$ cat config.mk
export PLATFORM = sky130hd
export DESIGN_NAME = mrp_ctrl
export DESIGN_NICKNAME = d
export VERILOG_FILES = /design/src/mrp_pkg.sv /design/src/mrp_ctrl.sv
export SDC_FILE = /design/constraint.sdc
export NUM_CORES = 1
export LEC_CHECK = 0
export ABC_AREA = 1
export BUFFER_PORTS_ARGS = -buffer_cell sky130_fd_sc_hd__buf_2
export CORE_AREA = 2 2 39 41
export DETAILED_ROUTE_END_ITERATION = 16
export DIE_AREA = 0 0 41 43
export PLACE_DENSITY_LB_ADDON = 0.2
export SKIP_CTS_REPAIR_TIMING = 1
export SLEW_MARGIN = 20
export SYNTH_ARGS = -nofsm -noshare
export SYNTH_HDL_FRONTEND = slang
export SYNTH_SLANG_ARGS = --single-unit
$ cat constraint.sdc
create_clock -name clk -period 2.3 [get_ports clk]
set_input_delay 0.23 -clock clk [delete_from_list [all_inputs] [get_ports clk]]
set_output_delay 0.23 -clock clk [all_outputs]
set_load 0.02 [all_outputs]
$ cat src/mrp_pkg.sv
// ----------------------------------------------------------------------------
// mrp_pkg
// Shared types, constants and helpers of the maxrects rectangle packer:
// rectangle record, status codes, controller states and datapath commands.
// ----------------------------------------------------------------------------
package mrp_pkg;

    // field widths
    localparam int DIM_W  = 13;
    localparam int POS_W  = 12;
    localparam int STAT_W = 2;
    localparam int REG_W  = 13;
    localparam int IDX_W  = 1;

    // largest bin side in pixels
    localparam logic [DIM_W-1:0] MAX_DIM = DIM_W'(4096);

    // default free list capacity
    localparam int MAX_FREE_DEF = 64;

    // operation codes
    localparam logic OP_START = 1'b0;
    localparam logic OP_PLACE = 1'b1;

    // configuration register indexes
    localparam logic [IDX_W-1:0] REG_BIN_WIDTH  = 1'b0;
    localparam logic [IDX_W-1:0] REG_BIN_HEIGHT = 1'b1;

    // result status codes
    localparam logic [STAT_W-1:0] ST_OK       = 2'd0;
    localparam logic [STAT_W-1:0] ST_NO_FIT   = 2'd1;
    localparam logic [STAT_W-1:0] ST_OVERFLOW = 2'd2;

    // one free rectangle
    typedef struct packed {
        logic [DIM_W-1:0] x;
        logic [DIM_W-1:0] y;
        logic [DIM_W-1:0] w;
        logic [DIM_W-1:0] h;
    } rect_t;

    localparam int RECT_W = $bits(rect_t);

    // controller states
    typedef enum logic [3:0] {
        S_IDLE,
        S_DECODE,
        S_SCAN,
        S_NOFIT,
        S_SPLIT_RD,
        S_SPLIT_LD,
        S_SPLIT_PART,
        S_PR_RD,
        S_PR_LD,
        S_PR_SWEEP,
        S_PR_WB,
        S_SEL,
        S_SEL_END,
        S_FINISH
    } state_t;

    // datapath commands
    typedef enum logic [4:0] {
        C_NONE,
        C_LOAD,
        C_START,
        C_SCAN_INIT,
        C_SCAN,
        C_NOFIT,
        C_SPLIT_RD,
        C_SPLIT_LD,
        C_SPLIT_PART,
        C_PRUNE_INIT,
        C_PR_RD,
        C_PR_LD,
        C_PR_SWEEP,
        C_PR_WB,
        C_SEL_INIT,
        C_SEL_SWEEP,
        C_SEL_END,
        C_EMIT
    } cmd_t;

    // datapath status toward the controller
    typedef struct packed {
        logic is_place;
        logic found;
        logic sweep_done;
        logic split_end;
        logic part_last;
        logic prune_end;
        logic sel_more;
        logic out_free;
    } dp_status_t;

    // sort key: y, x, height, width
    function automatic logic [RECT_W-1:0] rect_key(input rect_t r);
        rect_key = {r.y, r.x, r.h, r.w};
    endfunction

    // true when big holds all of small
    function automatic logic encloses(input rect_t big, input rect_t small_r);
        logic [DIM_W:0] br;
        logic [DIM_W:0] bb;
        logic [DIM_W:0] sr;
        logic [DIM_W:0] sb;
        br = {1'b0, big.x} + {1'b0, big.w};
        bb = {1'b0, big.y} + {1'b0, big.h};
        sr = {1'b0, small_r.x} + {1'b0, small_r.w};
        sb = {1'b0, small_r.y} + {1'b0, small_r.h};
        encloses = (small_r.x >= big.x) && (small_r.y >= big.y) &&
                   (sr <= br) && (sb <= bb);
    endfunction

endpackage

$ cat src/mrp_ctrl.sv
// ----------------------------------------------------------------------------
// mrp_ctrl
// Controller of the packer: sequences scan, split, prune and selection
// phases and issues one datapath command per cycle.
// ----------------------------------------------------------------------------
module mrp_ctrl (
    input  logic               clk,
    input  logic               rst_n,
    input  logic               in_valid,
    output logic               in_ready,
    input  mrp_pkg::dp_status_t st,
    output mrp_pkg::cmd_t      cmd
);

    import mrp_pkg::*;

    state_t state_reg;
    state_t state_next;

    // state register
    always_ff @(posedge clk or negedge rst_n)
    begin
        if (!rst_n)
        begin
            state_reg <= S_IDLE;
        end
        else
        begin
            state_reg <= state_next;
        end
    end

    // next state and commands
    always_comb
    begin
        state_next = state_reg;
        cmd        = C_NONE;
        in_ready   = 1'b0;
        unique case (state_reg)
            S_IDLE:
            begin
                in_ready = 1'b1;
                if (in_valid)
                begin
                    cmd        = C_LOAD;
                    state_next = S_DECODE;
                end
            end
            S_DECODE:
            begin
                if (st.is_place)
                begin
                    cmd        = C_SCAN_INIT;
                    state_next = S_SCAN;
                end
                else
                begin
                    cmd        = C_START;
                    state_next = S_FINISH;
                end
            end
            S_SCAN:
            begin
                cmd = C_SCAN;
                if (st.sweep_done)
                begin
                    state_next = st.found ? S_SPLIT_RD : S_NOFIT;
                end
            end
            S_NOFIT:
            begin
                cmd        = C_NOFIT;
                state_next = S_FINISH;
            end
            S_SPLIT_RD:
            begin
                if (st.split_end)
                begin
                    cmd        = C_PRUNE_INIT;
                    state_next = S_PR_RD;
                end
                else
                begin
                    cmd        = C_SPLIT_RD;
                    state_next = S_SPLIT_LD;
                end
            end
            S_SPLIT_LD:
            begin
                cmd        = C_SPLIT_LD;
                state_next = S_SPLIT_PART;
            end
            S_SPLIT_PART:
            begin
                cmd = C_SPLIT_PART;
                if (st.part_last)
                begin
                    state_next = S_SPLIT_RD;
                end
            end
            S_PR_RD:
            begin
                if (st.prune_end)
                begin
                    cmd        = C_SEL_INIT;
                    state_next = S_SEL;
                end
                else
                begin
                    cmd        = C_PR_RD;
                    state_next = S_PR_LD;
                end
            end
            S_PR_LD:
            begin
                cmd        = C_PR_LD;
                state_next = S_PR_SWEEP;
            end
            S_PR_SWEEP:
            begin
                cmd = C_PR_SWEEP;
                if (st.sweep_done)
                begin
                    state_next = S_PR_WB;
                end
            end
            S_PR_WB:
            begin
                cmd        = C_PR_WB;
                state_next = S_PR_RD;
            end
            S_SEL:
            begin
                cmd = C_SEL_SWEEP;
                if (st.sweep_done)
                begin
                    state_next = S_SEL_END;
                end
            end
            S_SEL_END:
            begin
                cmd        = C_SEL_END;
                state_next = st.sel_more ? S_SEL : S_FINISH;
            end
            S_FINISH:
            begin
                if (st.out_free)
                begin
                    cmd        = C_EMIT;
                    state_next = S_IDLE;
                end
            end
            default:
            begin
                state_next = S_IDLE;
            end
        endcase
    end

endmodule

==> Yosys cells after proc, flatten, opt, wreduce, memory -nomap -nowiden <==
Index checks and enable logic that the tools add are counted.
{ "classes": {"n_eq_ne": 19, "mux": 19, "reduce_logical": 2} }
{ "ops": {"columns": ["operator", "n"], "rows": [
  ["one-hot mux 5 bit (14 select lines)", 1],
  ["one-hot mux 4 bit (14 select lines)", 1],
  ["two-way mux 4 bit", 8],
  ["equality test 4 bit, second input constant", 6],
  ["equality test 4 x 3 -> 1 bit, second input constant", 4],
  ["inequality test 2 bit, second input constant", 6],
  ["two-way mux 3 bit", 3],
  ["equality test 4 x 2 -> 1 bit, second input constant", 2],
  ["AND reduction 6 bit", 1],
  ["two-way mux 5 bit", 1],
  ["equality test 4 x 1 -> 1 bit, second input constant", 1],
  ["logical NOT 4 bit", 1],
  ["two-way mux 2 bit", 2],
  ["two-way mux 1 bit", 3]
]} }
{ "totals": {"reg_bits": 4, "in_bits": 11, "wordCells": 41} }

==> Longest topological paths before layout <==
Gate-level depths: netlist (run 1).
{ "logic_depth": {"ltp_word": 3, "depth_mapped": 10, "ltp_nobuf": 9} }

==> Worst setup path before layout (run 1) <==
Ideal clock, no wire load.
{ "synth_path": {"kind": "register to output", "startpoint": "reg state_reg[1]", "endpoint": "out cmd[1]", "arrival_ns": 1.179, "required_ns": 2.070, "path_slack_ns": 0.891, "stages_incl_launch_ff": 6, "n_path_buf": 1, "cell_sequence": "dfrtp_1 > buf_6 > nor2_2 > nand2_1 > o21a_1 > o211ai_1"} }
{ "synth_via": {"elab_chain_len": 2, "elab_cells_between_ends": 15, "cone_classes": "eq/ne (13); mux (1); reduce/logical (1)"} }
{ "synth_lines": {"columns": ["item", "line", "source"], "rows": [
  ["start, declared", "mrp_ctrl.sv:17", "state_t state_reg;"],
  ["start signal, assigned", "mrp_ctrl.sv:29", "state_reg <= state_next;"],
  ["equality test 4 bit (tied with other cells)", "mrp_ctrl.sv:39", "unique case (state_reg)"],
  ["one-hot mux 5 bit (14 select lines) (*)", "mrp_ctrl.sv:39", null],
  ["end, declared", "mrp_ctrl.sv:12", "output mrp_pkg::cmd_t cmd"]
]} }
Every way passes the cells marked *; elsewhere a longest branch is shown, timed or not.

==> Worst setup path in the final report (run 1) <==
{ "layout_path": {"startpoint": "reg state_reg[1]", "endpoint": "out cmd[2]"} }
The elaborated chain is that of the path after synthesis.

==> results of run 1 <==
## metal layers
| metal | up-vias | part of all wire (%) | track usage, % |
|---|---|---|---|
| li1 | 373 | - | - |
| met1 | 280 | 51 | 30.0 |
| met2 | 16 | 45 | 27.2 |
| met3 | 2 | 3.3 | 1.57 |
| met4 | 0 | 0.73 | 6.00 |
| met5 | - | 0 | 0 |
## worst max-delay path, delay by kind of cell (launching register included)
family | cells | cell delay, ns
AOI/OAI and AO/OA | 2 | 0.28
buffers and inverters | 1 | 0.20
DFF | 1 | 0.49
and+or+nand+nor | 2 | 0.45
## metrics by stage
stage	utilization [%]	hold WS (ns)	total power [W]	instance area, µm²
finish	49.7	0.324	0.00103	688
global route	49.7	0.356	0.00116	688
CTS	49.0	-0.211	0.00103	678
detailed placement	47.4	0.0373	0.000942	656
global placement	47.4	0.0376	0.000942	656
floorplan	-	-0.0656	0.000766	567
## power by group
part           internal (W)  switching (W)
clock             0.0000583      0.0000276
sequential         0.000108      0.0000759
combinational      0.000258       0.000504
total              0.000424       0.000607
## kinds of logic after synthesis
logic type / count (synthesis) / share of synthesized area (%)
flops: 4 / 17.7
compound gates: 9 / 10.2
buf+inv: 17 / 12.6
simple gates: 75 / 59.6
## how the worst min path moves through the flow
stage,to,slack [ns],cells past startpoint
finish,state_reg[2]$_DFFE_PN0P_,0.32,2
global route,state_reg[2]$_DFFE_PN0P_,0.36,2
CTS,state_reg[3]$_DFFE_PN0P_,-0.21,1
detailed placement,state_reg[3]$_DFFE_PN0P_,0.04,1
global placement,state_reg[0]$_DFFE_PN0P_,0.04,1
floorplan,state_reg[0]$_DFFE_PN0P_,-0.07,0
## cells in the final DEF, fill, tap and decap left out
cell | netlist | final
o2111ai_1 | 1 | 1
a21oi_2 | 1 | 1
o21a_1 | 1 | 1
nand2_1 | 42 | 42
nand2_2 | 1 | 1
buf_2 | 0 | 16
o21ai_0 | 3 | 3
nand3_1 | 12 | 12
dlygate4sd3_1 | 0 | 1
nand3b_1 | 1 | 1
o211ai_1 | 1 | 1
dfrtp_1 | 4 | 4
inv_2 | 3 | 3
nor2_4 | 1 | 1
nor2_2 | 5 | 5
o21ai_1 | 1 | 1
nand4_1 | 1 | 1
inv_1 | 13 | 13
clkbuf_4 | 0 | 3
nor2_1 | 10 | 10
a21oi_1 | 1 | 1
nand3_2 | 2 | 2
## layout make-up
cell class	count	area (µm²)	share of cell area (%)
tap	16	20.0	2.91
inverter	16	60.1	8.73
clock buffer	3	22.5	3.27
sequential	4	100	14.5
timing repair buffer	17	90.1	13.1
multi-input combinational	84	395	57.5
==> impl_results.md, run 1 <==
- Outcome: finished, final reports clean
- Crit-path max cell delay: roughly 0.49 ns
- Ys flop type: dfrtp_1
- WL final: 1380 µm
- Fillers: roughly 160
- CTS sink cnt: 4
- Slew margin rel.: roughly 77%
- Max reg flops: 4
- Slew at the pin closest to its max-slew limit: about 0.34 ns
- Pwr per Cell Area: about 1500 nW/µm²
- Clock Pin Slew Worst Setup and Hold Paths: about 0.04 ns
- Row cnt: 14
- Maximum clock rate: approximately 530 MHz
- R2R setup slack: slightly above 0.8 ns
- Vias per cell: 4.79
- Routability congestion estimate: ~0.84
- Avg Inst Size Synth: ~5.4 µm²
- Number of distinct library cells after synthesis: 20
- Dpl cells: 136
- Synth area leader: nand2_1
- Die Width: about 41 µm
- CTS max path bufs: 2
- DIE AREA: 1760 µm²
- Worst Path Required: a little over 2 ns
- Final hold violations: 0
- Max VDD drop: about 0.47 mV
- IO Pins: 17
- Final Non-Filler Cells: 140
- Worst setup SP type: flip-flop
- Vias in the first global route: slightly below 600
- RSZ-0062 raised after global routing: no
- Latest clock arrival within the worst-skew pair: about 0.24 ns
- Htree depth: 1
- CP endpoint kind: output pin
- Ranking of synthesized cells by area: nand2_1 (28%), dfrtp_1 (18%), nand3_1 (11%)
- Antenna viol nets, final: 0
- Worst Setup EP: cmd[2]
- Fin nets: around 140
- CTS Buf Count: 3
- Share of the synthesized area in the top cell type: between 20% and 30%
- CTS tree: built
- Reg2reg path depth: 7
- ANT cells: 0
- Slowest CP cell: dfrtp_1
- First-pass GRT wire length: about 2400 µm
- Crit Reg-Reg Endpoint: state_reg[1]$_DFFE_PN0P_
- Number of I/O port buffers: 16
- Syn nets: around 120
- Setup TNS Final: 0 ns
- Antenna violations before repair: 0
- Pre-antenna DRT Iters: 4
- #FFs+latches synth: 4
- Crit share post-route: roughly four fifths
- Final worst setup slack: approximately 0.42 ns
- Clock Root Buffer: clkbuf_4
- Clock Skew: around 0.0055 ns
- Initial Util: approximately two fifths
- Total of max-cap violations: 0
- Reg2Reg Launch Point: state_reg[1]$_DFFE_PN0P_
- Cells after Synth: 105
- Layout Area Growth over Synthesis: 21.4%
- DR vias: around 670
- DRC Markers: 0
- Top cells by count, synth: nand2_1 (42), inv_1 (13), nand3_1 (12)
- Final setup fails: 0
- Pre-CTS setup slack: 0.694 ns
- Leakage: 0.449 nW
- Most common cell in the netlist: nand2_1
- Critical Path Start: state_reg[1]$_DFFE_PN0P_
- Critical Path Fanout Max: 8
- Layout cells sized above 1: roughly 26%
- GRT Total Usage: ~19%
- Crit path DAT: about 1.7 ns
- Die height: about 43 µm
- Syn Std Cell Area: 567 µm²
- GRT overflow: 0
- Largest net degree at the start of global routing: 9
- Post-synth EDFFs: 0
- CP cell instances: nor2_2, nand2_1, o21a_1, o2111ai_1, buf_2
- WS Path Type: reg -> out
- Core ar.: 1380 µm²
- Synth warnings: 0
- WL per Instance: between 9 and 10 µm
- Sequential-to-total area share from yosys stat: around 18%
- Period minus WS final: between 1.5 and 2 ns
- Hold Path Class: in -> async
- Initial DRC count: 15
- Final Slew Violations: 0
- Detailed placement HPWL: between 1000 and 1500 µm
- Post-synth ARST share: 100%
(Power assumes the default switching activity.)
==> run 2: changes to the inputs <==
==> constraint.sdc (replaced) <==
create_clock -name clk -period 1.59 [get_ports clk]
set_input_delay 0.159 -clock clk [delete_from_list [all_inputs] [get_ports clk]]
set_output_delay 0.159 -clock clk [all_outputs]
set_load 0.02 [all_outputs]
==> run 2 against run 1 <==
  * The run now ends with setup timing left
  * Clock skew is 0.0054 ns higher
  * Combinational power increased by 73%
  * Critical path depth rose by 2
  * Sequential power rose by 63%
  * Global-route usage rose by 0.28 points
  * Critical endpoint is now cmd[0]
==> impl_results.md, run 2 (same netlist as run 1, synthesis figures left out) <==
- RSZ-0062 raised after global routing: yes
- WL final: ~1600 µm
- Antenna violations before repair: 0
- IO Pins: 17
- Layout cells sized above 1: between 30% and 40%
- Hold Path Class: in -> async
- Most common cell after layout, fill and taps aside: nand2_1
- Core ar.: 1380 µm²
- Fillers: about 150
- Slew at the pin closest to its max-slew limit: about 0.23 ns
- Antenna viol nets, final: 0
- Largest net degree at the start of global routing: 9
- Clock Skew: around 0.011 ns
- Max reg flops: 4
- Sw Pwr: approximately 0.001 W
- Row cnt: 14
- DR vias: 737
- Die height: around 43 µm
- Pre-antenna DRT Iters: 4
- Final Slew Violations: 0
- Die Width: slightly above 40 µm
- Clock Root Buffer: clkbuf_4
- Final setup fails: 2
- Crit path DAT: 1.44 ns
- GRT overflow: 0
- Slew margin rel.: 84.9%
- Sequential share of power: 17.1%
- Critical Path Most Common Cell: nand3_1
- Initial Util: between 40% and 50%
- Vias per cell: between 5 and 6
- CP top delay family: simple AND/OR/NAND/NOR gates
- Slowest CP cell: dfrtp_2
- Gate power share: around three quarters
- Pwr per Cell Area: between 2000 and 2500 nW/µm²
- Final worst setup slack: -0.0123 ns
- Fin nets: about 140
- Clock Pin Slew Worst Setup and Hold Paths: roughly 0.040 ns
- Maximum clock rate: 624 MHz
- Worst Path Required: around 1.4 ns
- First-pass GRT wire length: 2410 µm
- Detailed placement HPWL: approximately 1200 µm
- Multi-input gate area: roughly 420 µm²
- Leakage: 0.478 nW
- Worst setup SP type: flip-flop
- GRT Total Usage: 19.5%
- CP cell instances: inv_2, nor2_4, nand3_1, nand3_1, nor2_1, nand4_1, buf_2
- CTS Buf Count: 3
- Vias in the first global route: around 600
- Total power: roughly 0.0018 W
- WS Path Type: reg -> out
- Htree depth: 1
- Max VDD drop: 0.894 mV
- WL per Instance: between 10 and 15 µm
- Outcome: finished with violations
- Failing checks: setup timing
- Crit share post-route: 101%
- CP endpoint kind: output pin
- Sw frac: a little under three fifths
- Latest clock arrival within the worst-skew pair: around 0.24 ns
- Cell internal pwr: between 0.0007 and 0.0008 W
- ANT cells: 0
- Period minus WS final: approximately 1.6 ns
- Final hold violations: 0
- CTS tree: built
- CTS sink cnt: 4
- CTS max path bufs: 2
- Layout Cell Area excl Fill: around 770 µm²
- FF+latch area: approximately 110 µm²
- Layout Utilization: between 50% and 60%
- DRC Markers: 0
- Initial DRC count: 21
- Number of I/O port buffers: 16
- Total of max-cap violations: 0
- Routability congestion estimate: around 0.87
- Critical Path Fanout Max: 6
- Setup TNS Final: -0.0152 ns
- Placed inst area: around 670 µm²
- Worst Path Buf+Inv: 2
- Layout Area Growth over Synthesis: 35.1%
- Commonest cells after routing, fill and taps aside: nand2_1 (40), buf_2 (14), inv_1 (13), nand3_1 (12), nor2_1 (10)
- Clock power share: under 10%
- DIE AREA: about 1800 µm²
- Crit-path max cell delay: 0.44 ns
run 2: changes by cell type in the layout (fill, tap and decap cells not counted), sizes merged:
| cell | before | now |
|---|---|---|
| buf | 16 | 21 |
run 2: path summary, 6_finish.rpt:
path	from	endpoint	slack, ns	cells past startpoint
worst min register to register	state_reg[3]$_DFFE_PN0P_	state_reg[3]$_DFFE_PN0P_	0.67	2
max in group asynchronous	rst_n	state_reg[1]$_DFFE_PN0P_	1.20	2
worst min-delay path	rst_n	state_reg[0]$_DFFE_PN0P_	0.25	2
min in group clk	st[3]	state_reg[2]$_DFFE_PN0P_	0.27	6
worst max register to register	state_reg[1]$_DFFE_PN0P_	state_reg[1]$_DFFE_PN0P_	0.19	7
worst max-delay path	state_reg[2]$_DFFE_PN0P_	cmd[0]	-0.01	7
run 2: final cells by class:
class / count / area share, %
flip-flops and latches: 4 / 13.7
repair buffers: 22 / 17.8
well taps: 16 / 2.61
multi-input cells: 84 / 55.1
inverters: 16 / 7.84
clock buffers: 3 / 2.94
run 2: power by group through the flow:
stage | logic, W | clock network, W | registers [W]
2_1_floorplan | 0.000885 | 0 | 0.000223
3_3_place_gp | 0.00114 | 0 | 0.000267
3_5_place_dp | 0.00114 | 0 | 0.000266
4_1_cts | 0.00115 | 0.000131 | 0.000264
5_1_grt | 0.00147 | 0.000135 | 0.000303
6_report | 0.00132 | 0.000130 | 0.000299
run 2: worst reg2reg max path, cell delays in order, from the launching register on:
cell     delay (ns)
dfrtp_2        0.47
inv_1          0.13
nor2_1         0.20
nand2_1        0.09
a21oi_2        0.19
nor2_2         0.08
nand2_1        0.07
nand2_1        0.05
run 2: through the flow:
step | setup slack, ns | cells | hold slack [ns]
6_report | -0.0123 | 145 | 0.245
5_1_grt | -0.100 | 145 | 0.274
4_1_cts | -0.0964 | 141 | -0.287
3_5_place_dp | 0.127 | 138 | -0.0331
3_3_place_gp | 0.151 | 138 | -0.0334
2_1_floorplan | 0.252 | 105 | -0.137
run 2: layer usage:
metal / part of all wire [%] / vias up / global-route usage [%]
li1: - / 386 / -
met1: 44 / 322 / 26.9
met2: 50 / 25 / 30.0
met3: 4.0 / 4 / 1.57
met4: 1.9 / 0 / 8.00
met5: 0 / - / 0
==> run 3: changes to the inputs <==
--- a/config.mk
+++ b/config.mk
@@ -11,7 +11,9 @@
 export DETAILED_ROUTE_END_ITERATION = 16
 export DIE_AREA = 0 0 41 43
 export PLACE_DENSITY_LB_ADDON = 0.2
+export SETUP_SLACK_MARGIN = 0.3
 export SKIP_CTS_REPAIR_TIMING = 1
+export SKIP_LAST_GASP = 1
 export SLEW_MARGIN = 20
 export SYNTH_ARGS = -nofsm -noshare
 export SYNTH_HDL_FRONTEND = slang
==> run 3 against run 2 <==
  * The run still ends with setup timing left
  * Combinational power up 19%
  * Global-route usage increased by 0.62 points
  * Sequential power decreased by 2%
  * Clock power up 11%
  * Clock skew fell by 0.0075 ns
  * Final area is 13% higher
  * First-iteration DRC count down 57%
  * Fmax down 1.2%
  * Worst hold slack improved by 0.020 ns
  * Setup slack worse by 0.020 ns
  * Sequential share of layout area shrank 1.6 points
==> impl_results.md, run 3 (same netlist as run 1, synthesis figures left out) <==
- Dpl cells: between 100 and 150
- Initial Util: around two fifths
- Pre-antenna DRT Iters: 4
- Max reg flops: 4
- Largest net degree at the start of global routing: 9
- CTS max path bufs: 2
- Antenna viol nets, final: 0
- Final hold violations: 0
- WL per Instance: between 10 and 15 µm
- Crit share post-route: 102%
- Latest clock arrival within the worst-skew pair: around 0.24 ns
- Total of max-cap violations: 0
- Clock Skew: around 0.0034 ns
- Final setup fails: 2
- Maximum clock rate: between 600 and 700 MHz
- WS Path Type: reg -> out
- CTS Buf Count: 3
- Worst hold slack: around 0.27 ns
- First-pass GRT wire length: around 2500 µm
- Leakage: roughly 0.53 nW
- Total power: slightly above 0.002 W
- Setup TNS Final: -0.0534 ns
- Slew margin rel.: 85.5%
- Vias per cell: slightly above 5
- Max VDD drop: 1.03 mV
- RSZ-0062 raised after global routing: yes
- CTS sink cnt: 4
- Final Non-Filler Cells: between 150 and 200
- Worst Path Required: 1.43 ns
- WL final: ~1800 µm
- Pre-CTS setup slack: around 0.11 ns
- CP endpoint kind: output pin
- Layout cells sized above 1: between 40% and 50%
- Crit path DAT: 1.46 ns
- Clock Root Buffer: clkbuf_4
- Core ar.: approximately 1400 µm²
- Die height: approximately 43 µm
- Period minus WS final: roughly 1.6 ns
- Pwr per Cell Area: between 2000 and 2500 nW/µm²
- Die Width: roughly 41 µm
- Initial DRC count: 9
- Most common cell after layout, fill and taps aside: nand2_1
- DRC Markers: 0
- Row cnt: 14
- IO Pins: 17
- Number of I/O port buffers: 16
- Antenna violations before repair: 0
- Fin nets: 152
- Final Slew Violations: 0
- Outcome: finished with violations
- DIE AREA: ~1800 µm²
- ANT cells: 0
- Vias in the first global route: 623
- Fillers: around 150
- Detailed placement HPWL: 1230 µm
- Routability congestion estimate: roughly 0.88
- Worst setup SP type: flip-flop
- DR vias: 789
- Hold Path Class: in -> async
- Slew at the pin closest to its max-slew limit: ~0.22 ns
- Final worst setup slack: -0.0318 ns
- Layout Area Growth over Synthesis: 52.3%
- CTS tree: built
- Critical Path Fanout Max: 7
- Clock Pin Slew Worst Setup and Hold Paths: about 0.040 ns
- GRT Total Usage: 20.2%
- Failing checks: setup timing
- GRT overflow: 0
- Htree depth: 1
- Commonest cells after routing, fill and taps aside: nand2_1 (38), buf_4 (17), buf_2 (12), nand3_1 (11)
## run 3: cell types whose count changed in the layout (fill, tap and decap cells not counted), sizes merged
cell    change
buf        +10
clkbuf      +1
## run 3: per-layer routing
layer	track usage [%]	up-vias	wire [µm]
met4	6.00	0	2
li1	-	404	-
met5	0	-	0
met3	1.57	2	105
met1	27.0	352	802
met2	32.8	31	905
## run 3: area by class of cell
cell class	instances	area (µm²)	share of cell area, %
clock buffers	4	26.3	3.04
repair buffers	32	220	25.5
inverters	16	60.1	6.96
multi-input cells	84	432	50.0
well taps	16	20.0	2.32
flip-flops and latches	4	105	12.2
## run 3: power by group
part | internal, W | switching, W
Clock | 0.0000947 | 0.0000494
Combinational | 0.000686 | 0.000888
Sequential | 0.000166 | 0.000126
Total | 0.000947 | 0.00106
## run 3: worst paths after layout
kind	from	end	slack, ns	depth (start not counted)
hold reg to reg	state_reg[3]$_DFFE_PN0P_	state_reg[3]$_DFFE_PN0P_	0.72	2
max in group asynchronous	rst_n	state_reg[2]$_DFFE_PN0P_	1.19	2
setup reg to reg	state_reg[2]$_DFFE_PN0P_	state_reg[0]$_DFFE_PN0P_	0.18	7
min in group clk	st[3]	state_reg[2]$_DFFE_PN0P_	0.27	6
setup / recovery	state_reg[3]$_DFFE_PN0P_	cmd[0]	-0.03	6
hold / removal	rst_n	state_reg[0]$_DFFE_PN0P_	0.27	2
## run 3: through the flow
| step | util [%] | instance area [µm²] |
|---|---|---|
| after floorplan | - | 573 |
| after global placement | 48.9 | 677 |
| after detailed placement | 48.9 | 677 |
| after CTS | 50.8 | 703 |
| after global routing | 62.4 | 863 |
| final | 62.4 | 863 |
## run 3: critical path, cell delays in order, from the launching register on
cell	delay, ns
dfrtp_2	0.48
nor2_4	0.21
nand3_1	0.14
o21ai_1	0.10
nor2_1	0.06
nand4_1	0.07
buf_2	0.17
